$ cat src/rtl/etc1_block_decoder_assert.svh
// ----------------------------------------------------------------------------
// etc1 block decoder assertion macros
// concurrent checks that compile away when SYNTH is defined
// ----------------------------------------------------------------------------
`ifndef ETC1_BLOCK_DECODER_ASSERT_SVH
`define ETC1_BLOCK_DECODER_ASSERT_SVH

`ifndef SYNTH

// same-cycle implication, checked out of reset
`define ETC1_ASSERT_IMPL(label, clk, rst_n, ante, cons) \
    label: assert property (@(posedge clk) disable iff (!rst_n) (ante) |-> (cons)) \
        else $error("etc1 assertion failed");

// next-cycle implication, checked out of reset
`define ETC1_ASSERT_NEXT(label, clk, rst_n, ante, cons) \
    label: assert property (@(posedge clk) disable iff (!rst_n) (ante) |=> (cons)) \
        else $error("etc1 assertion failed");

`else

`define ETC1_ASSERT_IMPL(label, clk, rst_n, ante, cons)
`define ETC1_ASSERT_NEXT(label, clk, rst_n, ante, cons)

`endif

`endif

$ cat src/rtl/etc1_pkg.sv
// ----------------------------------------------------------------------------
// etc1 package
// shared types, constants and decode helpers of the etc1 block decoder
// ----------------------------------------------------------------------------
package etc1_pkg;

    // default depth of the descriptor queue between front and back
    localparam int unsigned QUEUE_DEPTH = 2;

    typedef struct packed {
        logic [7:0] r;
        logic [7:0] g;
        logic [7:0] b;
    } t_rgb;

    // decoded block, everything the back end needs to emit 16 texels
    typedef struct packed {
        t_rgb        base0;
        t_rgb        base1;
        logic [2:0]  cw0;
        logic [2:0]  cw1;
        logic        flip;
        logic [15:0] idx_lo;
        logic [15:0] idx_hi;
    } t_block_desc;

    typedef struct packed {
        logic empty;
        logic full;
    } t_q_status;

    // modifier magnitude for a table row, small or large column
    function automatic logic [7:0] mod_mag(input logic [2:0] cw, input logic is_large);
        logic [7:0] mag;
        unique case (cw)
            3'd0: mag = is_large ? 8'd8   : 8'd2;
            3'd1: mag = is_large ? 8'd17  : 8'd5;
            3'd2: mag = is_large ? 8'd29  : 8'd9;
            3'd3: mag = is_large ? 8'd42  : 8'd13;
            3'd4: mag = is_large ? 8'd60  : 8'd18;
            3'd5: mag = is_large ? 8'd80  : 8'd24;
            3'd6: mag = is_large ? 8'd106 : 8'd33;
            3'd7: mag = is_large ? 8'd183 : 8'd47;
            default: mag = 8'd0;
        endcase
        return mag;
    endfunction

    // expand one channel byte into both half bases: {base0, base1}
    function automatic logic [15:0] expand_pair(input logic [7:0] f, input logic diff);
        logic [4:0] c1;
        logic [4:0] c2;
        logic [15:0] res;
        c1 = f[7:3];
        c2 = c1 + {{2{f[2]}}, f[2:0]};
        if (diff) begin
            res = {c1, c1[4:2], c2, c2[4:2]};
        end else begin
            res = {f[7:4], f[7:4], f[3:0], f[3:0]};
        end
        return res;
    endfunction

endpackage

$ cat src/rtl/etc1_front.sv
// ----------------------------------------------------------------------------
// etc1 front end
// accepts a raw block, decodes mode and bases into a descriptor register
// ----------------------------------------------------------------------------
module etc1_front (
    input  logic                  i_clk,
    input  logic                  i_rst_n,
    input  logic                  i_valid,
    output logic                  o_ready,
    input  logic [63:0]           i_block_word,
    output logic                  o_desc_valid,
    input  logic                  i_desc_ready,
    output etc1_pkg::t_block_desc o_desc
);

    logic                  r_valid;
    etc1_pkg::t_block_desc r_desc;
    etc1_pkg::t_block_desc n_desc;
    logic [15:0]           red_pair;
    logic [15:0]           grn_pair;
    logic [15:0]           blu_pair;
    logic                  take;

    // base expansion for both halves
    always_comb begin
        red_pair      = etc1_pkg::expand_pair(i_block_word[63:56], i_block_word[33]);
        grn_pair      = etc1_pkg::expand_pair(i_block_word[55:48], i_block_word[33]);
        blu_pair      = etc1_pkg::expand_pair(i_block_word[47:40], i_block_word[33]);
        n_desc.base0  = '{r: red_pair[15:8], g: grn_pair[15:8], b: blu_pair[15:8]};
        n_desc.base1  = '{r: red_pair[7:0], g: grn_pair[7:0], b: blu_pair[7:0]};
        n_desc.cw0    = i_block_word[39:37];
        n_desc.cw1    = i_block_word[36:34];
        n_desc.flip   = i_block_word[32];
        n_desc.idx_lo = i_block_word[15:0];
        n_desc.idx_hi = i_block_word[31:16];
    end

    // stage is free when empty or draining into the queue
    assign o_ready      = !r_valid || i_desc_ready;
    assign take         = i_valid && o_ready;
    assign o_desc_valid = r_valid;
    assign o_desc       = r_desc;

    always_ff @(posedge i_clk) begin
        if (!i_rst_n) begin
            r_valid <= 1'b0;
        end else if (o_ready) begin
            r_valid <= i_valid;
        end
    end

    // payload register
    always_ff @(posedge i_clk) begin
        if (take) begin
            r_desc <= n_desc;
        end
    end

endmodule

$ cat src/rtl/etc1_queue.sv
// ----------------------------------------------------------------------------
// etc1 descriptor queue
// small fifo that decouples the front end from the texel back end
// ----------------------------------------------------------------------------
module etc1_queue #(
    parameter int unsigned DEPTH = etc1_pkg::QUEUE_DEPTH
) (
    input  logic                  i_clk,
    input  logic                  i_rst_n,
    input  logic                  i_push,
    input  etc1_pkg::t_block_desc i_push_desc,
    input  logic                  i_pop,
    output etc1_pkg::t_block_desc o_head,
    output etc1_pkg::t_q_status   o_status
);

    localparam int unsigned PW = (DEPTH > 1) ? $clog2(DEPTH) : 1;
    localparam int unsigned LW = $clog2(DEPTH + 1);
    localparam logic [PW-1:0] LAST_PTR = PW'(DEPTH - 1);
    localparam logic [LW-1:0] FULL_LVL = LW'(DEPTH);

    etc1_pkg::t_block_desc r_mem [DEPTH];
    logic [PW-1:0]         r_wr_ptr;
    logic [PW-1:0]         r_rd_ptr;
    logic [LW-1:0]         r_level;
    logic                  do_push;
    logic                  do_pop;

    assign o_status.empty = (r_level == '0);
    assign o_status.full  = (r_level == FULL_LVL);
    assign do_push        = i_push && !o_status.full;
    assign do_pop         = i_pop && !o_status.empty;
    assign o_head         = r_mem[r_rd_ptr];

    // pointers and fill level
    always_ff @(posedge i_clk) begin
        if (!i_rst_n) begin
            r_wr_ptr <= '0;
            r_rd_ptr <= '0;
            r_level  <= '0;
        end else begin
            if (do_push) begin
                r_wr_ptr <= (r_wr_ptr == LAST_PTR) ? '0 : r_wr_ptr + 1'b1;
            end
            if (do_pop) begin
                r_rd_ptr <= (r_rd_ptr == LAST_PTR) ? '0 : r_rd_ptr + 1'b1;
            end
            if (do_push && !do_pop) begin
                r_level <= r_level + 1'b1;
            end else if (do_pop && !do_push) begin
                r_level <= r_level - 1'b1;
            end
        end
    end

    // entry storage
    always_ff @(posedge i_clk) begin
        if (do_push) begin
            r_mem[r_wr_ptr] <= i_push_desc;
        end
    end

endmodule

$ cat src/rtl/etc1_back.sv
// ----------------------------------------------------------------------------
// etc1 back end
// walks 16 texels per descriptor into an output register, one per unstalled cycle
// ----------------------------------------------------------------------------
module etc1_back (
    input  logic                  i_clk,
    input  logic                  i_rst_n,
    input  etc1_pkg::t_block_desc i_head,
    input  etc1_pkg::t_q_status   i_q_status,
    output logic                  o_pop,
    output logic                  o_valid,
    input  logic                  i_ready,
    output logic [1:0]            o_texel_x,
    output logic [1:0]            o_texel_y,
    output logic [7:0]            o_red,
    output logic [7:0]            o_green,
    output logic [7:0]            o_blue,
    output logic                  o_last_texel
);

    logic                  r_busy;
    logic [3:0]            r_k;
    etc1_pkg::t_block_desc r_desc;
    logic                  r_out_valid;
    logic [1:0]            r_x;
    logic [1:0]            r_y;
    etc1_pkg::t_rgb        r_rgb;
    logic                  r_last;

    logic                  out_load;
    logic                  step;
    logic [1:0]            cur_x;
    logic [1:0]            cur_y;
    logic [3:0]            pix;
    logic [1:0]            idx;
    logic [7:0]            mag;
    etc1_pkg::t_rgb        base;
    etc1_pkg::t_rgb        n_rgb;

    // base plus or minus modifier, saturated to 0..255
    function automatic logic [7:0] add_clamp(input logic [7:0] b, input logic [7:0] m,
                                             input logic neg);
        logic [8:0] s;
        logic [7:0] res;
        if (neg) begin
            s   = {1'b0, b} - {1'b0, m};
            res = s[8] ? 8'd0 : s[7:0];
        end else begin
            s   = {1'b0, b} + {1'b0, m};
            res = s[8] ? 8'd255 : s[7:0];
        end
        return res;
    endfunction

    // output register takes a new texel when empty or being drained
    assign out_load = !r_out_valid || i_ready;
    assign step     = r_busy && out_load;
    assign o_pop    = !i_q_status.empty && (!r_busy || (step && (r_k == 4'd15)));

    // texel position, index and modifier
    always_comb begin
        cur_x = r_desc.flip ? r_k[1:0] : r_k[3:2];
        cur_y = r_desc.flip ? r_k[3:2] : r_k[1:0];
        pix   = {cur_x, cur_y};
        idx   = {r_desc.idx_hi[pix], r_desc.idx_lo[pix]};
        mag   = etc1_pkg::mod_mag(r_k[3] ? r_desc.cw1 : r_desc.cw0, idx[0]);
        base  = r_k[3] ? r_desc.base1 : r_desc.base0;
        n_rgb = '{r: add_clamp(base.r, mag, idx[1]),
                  g: add_clamp(base.g, mag, idx[1]),
                  b: add_clamp(base.b, mag, idx[1])};
    end

    // texel sequencer
    always_ff @(posedge i_clk) begin
        if (!i_rst_n) begin
            r_busy <= 1'b0;
            r_k    <= '0;
        end else if (o_pop) begin
            r_busy <= 1'b1;
            r_k    <= '0;
        end else if (step) begin
            r_k <= r_k + 1'b1;
            if (r_k == 4'd15) begin
                r_busy <= 1'b0;
            end
        end
    end

    always_ff @(posedge i_clk) begin
        if (o_pop) begin
            r_desc <= i_head;
        end
    end

    // output register valid
    always_ff @(posedge i_clk) begin
        if (!i_rst_n) begin
            r_out_valid <= 1'b0;
        end else if (out_load) begin
            r_out_valid <= r_busy;
        end
    end

    // output register payload
    always_ff @(posedge i_clk) begin
        if (step) begin
            r_x    <= cur_x;
            r_y    <= cur_y;
            r_rgb  <= n_rgb;
            r_last <= (r_k == 4'd15);
        end
    end

    assign o_valid      = r_out_valid;
    assign o_texel_x    = r_x;
    assign o_texel_y    = r_y;
    assign o_red        = r_rgb.r;
    assign o_green      = r_rgb.g;
    assign o_blue       = r_rgb.b;
    assign o_last_texel = r_last;

endmodule

$ cat src/rtl/etc1_block_decoder.sv
// ----------------------------------------------------------------------------
// etc1 block decoder
// decodes one 64-bit etc1 block into its 16 rgb888 texels
// ----------------------------------------------------------------------------
//  channel | handshake          | payload
//  --------+--------------------+---------------------------------------------
//  block   | i_valid / o_ready  | i_block_word
//  texel   | o_valid / i_ready  | o_texel_x o_texel_y o_red o_green o_blue
//          |                    | o_last_texel
//
// a block request yields 16 texel requests, one per cycle while the output
// is taken; the back end's texel counter walks them.
// the first texel passes the front end register, the queue, the back end descriptor and output registers.
// the front end keeps taking blocks into the descriptor queue, until it is full,
// while the back end is busy or stalled on the output side.
// synchronous active-low reset clears valid flags, counters and queue pointers.
// ----------------------------------------------------------------------------
`include "etc1_block_decoder_assert.svh"

module etc1_block_decoder #(
    parameter int unsigned QUEUE_DEPTH = etc1_pkg::QUEUE_DEPTH
) (
    input  logic        i_clk,
    input  logic        i_rst_n,
    input  logic        i_valid,
    output logic        o_ready,
    input  logic [63:0] i_block_word,
    output logic        o_valid,
    input  logic        i_ready,
    output logic [1:0]  o_texel_x,
    output logic [1:0]  o_texel_y,
    output logic [7:0]  o_red,
    output logic [7:0]  o_green,
    output logic [7:0]  o_blue,
    output logic        o_last_texel
);

    logic                  desc_valid;
    etc1_pkg::t_block_desc front_desc;
    etc1_pkg::t_block_desc q_head;
    etc1_pkg::t_q_status   q_status;
    logic                  q_pop;

    // decode stage
    etc1_front u_front (
        .i_clk        (i_clk),
        .i_rst_n      (i_rst_n),
        .i_valid      (i_valid),
        .o_ready      (o_ready),
        .i_block_word (i_block_word),
        .o_desc_valid (desc_valid),
        .i_desc_ready (!q_status.full),
        .o_desc       (front_desc)
    );

    // descriptor queue
    etc1_queue #(
        .DEPTH (QUEUE_DEPTH)
    ) u_queue (
        .i_clk       (i_clk),
        .i_rst_n     (i_rst_n),
        .i_push      (desc_valid),
        .i_push_desc (front_desc),
        .i_pop       (q_pop),
        .o_head      (q_head),
        .o_status    (q_status)
    );

    // texel generation
    etc1_back u_back (
        .i_clk        (i_clk),
        .i_rst_n      (i_rst_n),
        .i_head       (q_head),
        .i_q_status   (q_status),
        .o_pop        (q_pop),
        .o_valid      (o_valid),
        .i_ready      (i_ready),
        .o_texel_x    (o_texel_x),
        .o_texel_y    (o_texel_y),
        .o_red        (o_red),
        .o_green      (o_green),
        .o_blue       (o_blue),
        .o_last_texel (o_last_texel)
    );

    // both scan orders end on the bottom-right texel
    `ETC1_ASSERT_IMPL(a_last_corner, i_clk, i_rst_n, o_valid && o_last_texel,
        (o_texel_x == 2'd3) && (o_texel_y == 2'd3))
    // queue never reports empty and full together
    `ETC1_ASSERT_IMPL(a_q_status, i_clk, i_rst_n, q_status.full, !q_status.empty)
    // back end only pops a loaded queue
    `ETC1_ASSERT_IMPL(a_pop_nonempty, i_clk, i_rst_n, q_pop, !q_status.empty)
    // a stalled texel stays offered with its payload unchanged
    `ETC1_ASSERT_NEXT(a_out_hold, i_clk, i_rst_n, o_valid && !i_ready,
        o_valid && $stable({o_texel_x, o_texel_y, o_red, o_green, o_blue, o_last_texel}))

endmodule

$ cat config.mk
export PLATFORM = sky130hd
export DESIGN_NAME = etc1_block_decoder
export DESIGN_NICKNAME = d
export VERILOG_FILES = /design/src/rtl/etc1_pkg.sv /design/src/rtl/etc1_front.sv /design/src/rtl/etc1_queue.sv /design/src/rtl/etc1_back.sv /design/src/rtl/etc1_block_decoder.sv
export VERILOG_INCLUDE_DIRS = /design/src /design/src/rtl
export SDC_FILE = /design/constraint.sdc
export NUM_CORES = 1
export LEC_CHECK = 0
export BUFFER_PORTS_ARGS = -buffer_cell sky130_fd_sc_hd__buf_2
export CORE_ASPECT_RATIO = 0.5
export CORE_MARGIN = 4
export CORE_UTILIZATION = 38
export DETAILED_ROUTE_END_ITERATION = 10
export PLACE_DENSITY = 0.56
export SETUP_SLACK_MARGIN = 0.02
export SYNTH_ARGS = -nofsm -noshare
export SYNTH_HDL_FRONTEND = slang
export SYNTH_SLANG_ARGS = --single-unit
export TNS_END_PERCENT = 20
$ cat constraint.sdc
create_clock -name i_clk -period 12.85 [get_ports i_clk]
set_clock_uncertainty 0.15 [all_clocks]
set_input_delay 2.57 -clock i_clk [delete_from_list [all_inputs] [get_ports i_clk]]
set_output_delay 2.57 -clock i_clk [all_outputs]
set_load 0.1 [all_outputs]
Word-level counts from Yosys, hierarchy flattened
Memories as Yosys holds them, arrays and structs flattened. A register that Yosys moved wholly into a read port is not among the register bits.
Cells that the tools add are included.
{"block": "word_totals", "reg_bits": 127, "latch_bits": 0, "ramBits": 174, "romBits": 0, "n_memories": 1}
{"memory": "u_queue.r_mem", "words": 2, "width": 87, "rd": 1, "rd_clocked_by_memory_dff": 1, "write_ports": 1, "line": "etc1_queue.sv:22", "source": "etc1_pkg::t_block_desc r_mem [DEPTH];"}
{"block": "classes", "addsub": 14, "multipliers": 0, "div": 0, "order_cmp": 1, "eq_ne": 9, "shifts": 0, "n_mux": 38, "bitwise_logic": 1, "n_reduce_logical": 25}
{"operator": "two-way mux 8 bit", "count": 10}
{"operator": "one-hot mux 8 bit (8 select lines)", "count": 1}
{"operator": "two-way mux 12 bit", "count": 3}
{"operator": "adder 8 x 8 -> 9 bit", "count": 3}
{"operator": "subtractor 8 x 8 -> 9 bit", "count": 3}
{"operator": "two-way mux 24 bit", "count": 1}
{"operator": "adder 5 bit", "count": 3}
{"operator": "two-way mux 7 bit", "count": 2}
{"operator": "== test 3 bit, second input constant", "count": 4}
{"operator": "two-way mux 6 bit", "count": 2}
{"operator": "two-way mux 5 bit", "count": 2}
{"operator": "two-way mux 1 bit", "count": 9}
{"operator": "binary-select mux 1 bit (select 4 bit)", "count": 2}
{"operator": "logical AND 1 bit", "count": 8}
{"operator": "two-way mux 2 bit", "count": 4}
{"operator": "logical NOT 1 bit", "count": 7}
{"operator": "== test 3 x 2 -> 1 bit, second input constant", "count": 2}
{"operator": "nonzero test 2 bit", "count": 3}
{"operator": "less-than comparator 4 x 5 -> 1 bit, second input constant", "count": 1}
{"operator": "adder 4 x 1 -> 4 bit, second input constant", "count": 1}
{"operator": "== test 4 bit, second input constant", "count": 1}
{"operator": "two-way mux 4 bit", "count": 1}
{"operator": "== test 3 x 1 -> 1 bit, second input constant", "count": 1}
{"operator": "logical NOT 3 bit", "count": 1}
{"operator": "10 further kinds", "count": 13}

Logic depth before layout (Yosys ltp)
{"block": "logic_depth", "word_depth": 10, "depth_mapped": 20, "depth_no_buf": 17}

By module
A second synthesis with hierarchy kept.
{"block": "hier_totals", "cells_unflattened": 1118, "area_unflattened_um2": 17511.8}
{"mod": "etc1_back", "instances": 1, "cells_per_inst": 601, "area_per_inst_um2": 7332.0}
{"mod": "etc1_queue", "instances": 1, "cells_per_inst": 296, "area_per_inst_um2": 6632.6}
{"mod": "etc1_front", "instances": 1, "cells_per_inst": 220, "area_per_inst_um2": 3543.4}
{"mod": "etc1_block_decoder", "instances": 1, "cells_per_inst": 1, "area_per_inst_um2": 3.8}

Worst setup path before layout
Ideal clock, no wire load.
{"block": "synth_path", "path_type": "input -> register", "startpoint": "in i_ready", "endpoint": "reg, netlist name u_back.r_desc[0]", "arrival_time_ns": 4.729, "required_time_ns": 12.259, "slack_ns": 7.530, "stages": 4, "n_path_buf": 0, "path_cell_list": "nor2b_1 > o21ai_0 > o21ai_0 > inv_1"}
{"block": "synth_via", "elab_chain_cells": 5}
{"element": "start, declared", "line": "etc1_block_decoder.sv:29", "source": "input logic i_ready,"}
{"element": "logical OR 1 bit", "line": "etc1_back.sv:56", "source": "assign out_load = !r_out_valid || i_ready;"}
{"element": "logical AND 1 bit", "line": "etc1_back.sv:57", "source": "assign step = r_busy && out_load;"}
{"element": "logical AND 1 bit", "line": "etc1_back.sv:58", "source": "assign o_pop = !i_q_status.empty && (!r_busy || (step && (r_k == 4'd15)));"}
{"element": "logical OR 1 bit", "line": "etc1_back.sv:58"}
{"element": "logical AND 1 bit", "line": "etc1_back.sv:58"}
{"element": "named net q_pop", "line": "etc1_block_decoder.sv:42", "source": "logic q_pop;"}
The timed path passes the listed nets, and every way through them passes these cells.
A chain may end at the register's enable or synchronous reset.

==> flow_metrics.env <==
export IMPL_ir_worst_vdd_uv=189
export IMPL_holdPathEnd="u_queue.r_mem[0][45]$_DFFE_PP_"
export IMPL_cts_buffers=37
export IMPL_dp_cells=1690
export IMPL_crit_arrival_ns=5.72
export IMPL_rsz0062_at_grt="false"
export IMPL_finalCritPeriodShare=0.436
export IMPL_finalSetupViolCount=0
export IMPL_area_delta_synth_final_pct=14.0
export IMPL_fin_crit_ns=5.60
export IMPL_min_from="u_front.o_desc[45]$_DFFE_PP_"
export IMPL_syn_area_mm2=0.0167
export IMPL_clock_sinks=388
export IMPL_relSlewSlack=0.176
export IMPL_path_class="reg2reg"
export IMPL_synth_edff_count=377
export IMPL_synth_most_common_cell="edfxtp_1"
export IMPL_die_area_mm2=0.0475
export IMPL_drc=0
export IMPL_via_per_inst=5.00
export IMPL_finalSetupTns_ns=0
export IMPL_io_pins=99
export IMPL_required_ns=12.97
export IMPL_cts_max_path_buffers=3
export IMPL_port_buffers=98
export IMPL_fmax_mhz=179
export IMPL_cts_resized=0
export IMPL_status="finished, final reports clean"
export IMPL_vias=8793
export IMPL_hpwl_um=21900
export IMPL_netlist_instances=1040
export IMPL_place_congestion=0.785
export IMPL_ctsHoldBuffers=0
export IMPL_min_path_type="reg2reg"
export IMPL_synth_warnings=0
export IMPL_synth_seq_cells=388
export IMPL_grt_pass1_wl_um=51900
export IMPL_final_hold_viol_count=0
export IMPL_final_instance_count_excl_fill=1757
export IMPL_wl_per_cell_um=18.9
export IMPL_max_cap_violations=0
export IMPL_synthArstFlopShare=0
export IMPL_synth_seq_area_share=0.693
export IMPL_drtIter0Drc=656
export IMPL_syn_mean_instance_area_um2=16.0
export IMPL_synth_largest_area_cell="edfxtp_1"
export IMPL_num_antenna_cells=0
export IMPL_grt_total_usage=0.139
export IMPL_final_max_slew_viol_count=0
export IMPL_reg2reg_setup_slack_ns=7.25
export IMPL_r2r_end="u_back.o_red[6]$_DFFE_PP_"
export IMPL_synth_nets=1179
export IMPL_clock_latency_ns=0.54
export IMPL_grt_pass1_vias=9130
export IMPL_clk_root_buffer_cell="clkbuf_16"
export IMPL_wirelength_um=33200
export IMPL_rows=53
export IMPL_path_clk_slew_ns=0.07
export IMPL_cp_end_kind="register"
export IMPL_synth_top_cells_by_count="edfxtp_1 (377), mux2_2 (126), ha_1 (62)"
export IMPL_worstSetupStartpointType="register"
export IMPL_antenna_left=0
export IMPL_postCtsSetupBuffers=0
export IMPL_grt_overflow_total=0
export IMPL_yosysUniqueCellTypes=58
export IMPL_worst_slew_pin_slew_ns=1.22
export IMPL_reg2reg_from="u_back.r_desc[32]$_DFFE_PP_"
export IMPL_total_power_mw=4.73
export IMPL_cp_max_fo=11
export IMPL_die_h_um=156
export IMPL_powerDensity_mw_per_mm2=249
export IMPL_hold_depth=0
export IMPL_h_tree_depth=2
export IMPL_synthDominantCellAreaShare=0.679
export IMPL_synthTopCellsByArea="edfxtp_1 (68%), mux2_2 (8.5%), ha_1 (4.7%)"
export IMPL_dr_pass1_iters=6
export IMPL_ys_flop_type="edfxtp_1"
export IMPL_drive_gt1_frac=0.263
export IMPL_start_util=0.391
export IMPL_r2r_cells=15
export IMPL_antenna_found_initial=0
export IMPL_tritoncts="done"
export IMPL_nets=1291
export IMPL_p_leak_nw=6.77
export IMPL_grt_max_degree=63
export IMPL_core_area_mm2=0.0426
export IMPL_die_w_um=304
per-layer routing:
layer	up-vias	global-route usage	share of wire
li1	4199	-	-
met1	4399	0.192	0.47
met2	154	0.232	0.47
met3	41	0.0266	0.039
met4	0	0.0308	0.014
met5	-	0	0
sequential cells by signal, summed over array words and instances (netlist names), 2 cells and up:
register / cells
u_back.o_green: 8
u_back.o_blue: 8
u_back.r_k: 4
u_back.r_desc: 87
u_back.o_red: 8
u_back.o_texel_x: 2
u_queue.r_mem: 174
u_back.o_texel_y: 2
u_queue.r_level: 2
u_front.o_desc: 87
critical path, stage by stage, from the launching register on:
cell and delay [ns]:
edfxtp_1 0.53, nor2b_1 0.14, a21oi_2 0.39, mux4_2 0.57
mux2i_1 0.16, mux2_2 0.36, maj3_1 0.25, o21ai_1 0.29
fa_1 0.61, nor2b_1 0.15, o21ai_0 0.25, o311ai_0 0.23
o31ai_1 0.68, nand2_1 0.25, o221ai_1 0.23, a21oi_1 0.09
placed cells by master, fill, tap and decap left out, types with 10 or more instances in the layout:
cell       count
o31ai_1       11
dfxtp_1       10
xnor2_1       24
mux2i_1       11
nor2_1        45
a21o_1        12
edfxtp_1     377
buf_2         98
o21bai_1      10
ha_1          62
a21oi_1       45
mux2_2       126
inv_1         46
nor2b_1       14
nand2_1       46
clkbuf_16     38
o21ai_0       20
nor3_1        11
cell type report:
| cell class | count | area [um^2] |
|---|---|---|
| fillers | 3728 | 23600 |
| flip-flops and latches | 388 | 11500 |
| multi-input cells | 572 | 4820 |
| clock buffers | 46 | 981 |
| well taps | 577 | 722 |
| repair buffers | 106 | 551 |
| clock inverters | 21 | 194 |
| inverters | 47 | 178 |
power breakdown:
| part | internal, mW | switching [mW] | total [mW] |
|---|---|---|---|
| registers | 1.73 | 0.0855 | 1.82 |
| logic | 0.600 | 1.25 | 1.85 |
| clock network | 0.592 | 0.468 | 1.06 |
worst max path at each step:
stage,startpoint,to,slack (ns),cells after the start
3_5_place_dp,u_back.r_desc[32]$_DFFE_PP_,u_back.o_red[6]$_DFFE_PP_,7.34,15
6_report,u_back.r_desc[32]$_DFFE_PP_,u_back.o_red[6]$_DFFE_PP_,7.25,15
2_1_floorplan,i_ready,u_back.r_desc[0]$_DFFE_PP_,7.53,4
5_1_grt,u_back.r_desc[32]$_DFFE_PP_,u_back.o_red[6]$_DFFE_PP_,6.75,15
3_3_place_gp,u_back.r_k[3]$_SDFFE_PP0P_,u_back.o_red[4]$_DFFE_PP_,7.54,14
4_1_cts,u_back.r_desc[32]$_DFFE_PP_,u_back.o_red[6]$_DFFE_PP_,7.27,15
metrics by stage:
stage / instance area [um^2] / hold slack, ns / util / setup slack [ns]
final: 19000 / 0.289 / 0.445 / 7.25
after global routing: 19000 / 0.303 / 0.445 / 6.75
after CTS: 19000 / 0.286 / 0.445 / 7.27
after detailed placement: 17800 / 0.281 / 0.418 / 7.34
after global placement: 17800 / 0.275 / 0.418 / 7.54
after floorplan: 16700 / 0.271 / - / 7.53
cell families (layout without fill, tap and decap cells):
family	count (synthesis)	count (layout)	share of synthesized area
compound gates	163	163	0.0662
xor+xnor	26	26	0.0137
fa+ha+maj	72	72	0.0580
buf+inv	80	220	0.0195
flops	388	388	0.693
mux	146	146	0.103
simple gates	165	165	0.0473
Power figures use the tool's default switching activity.
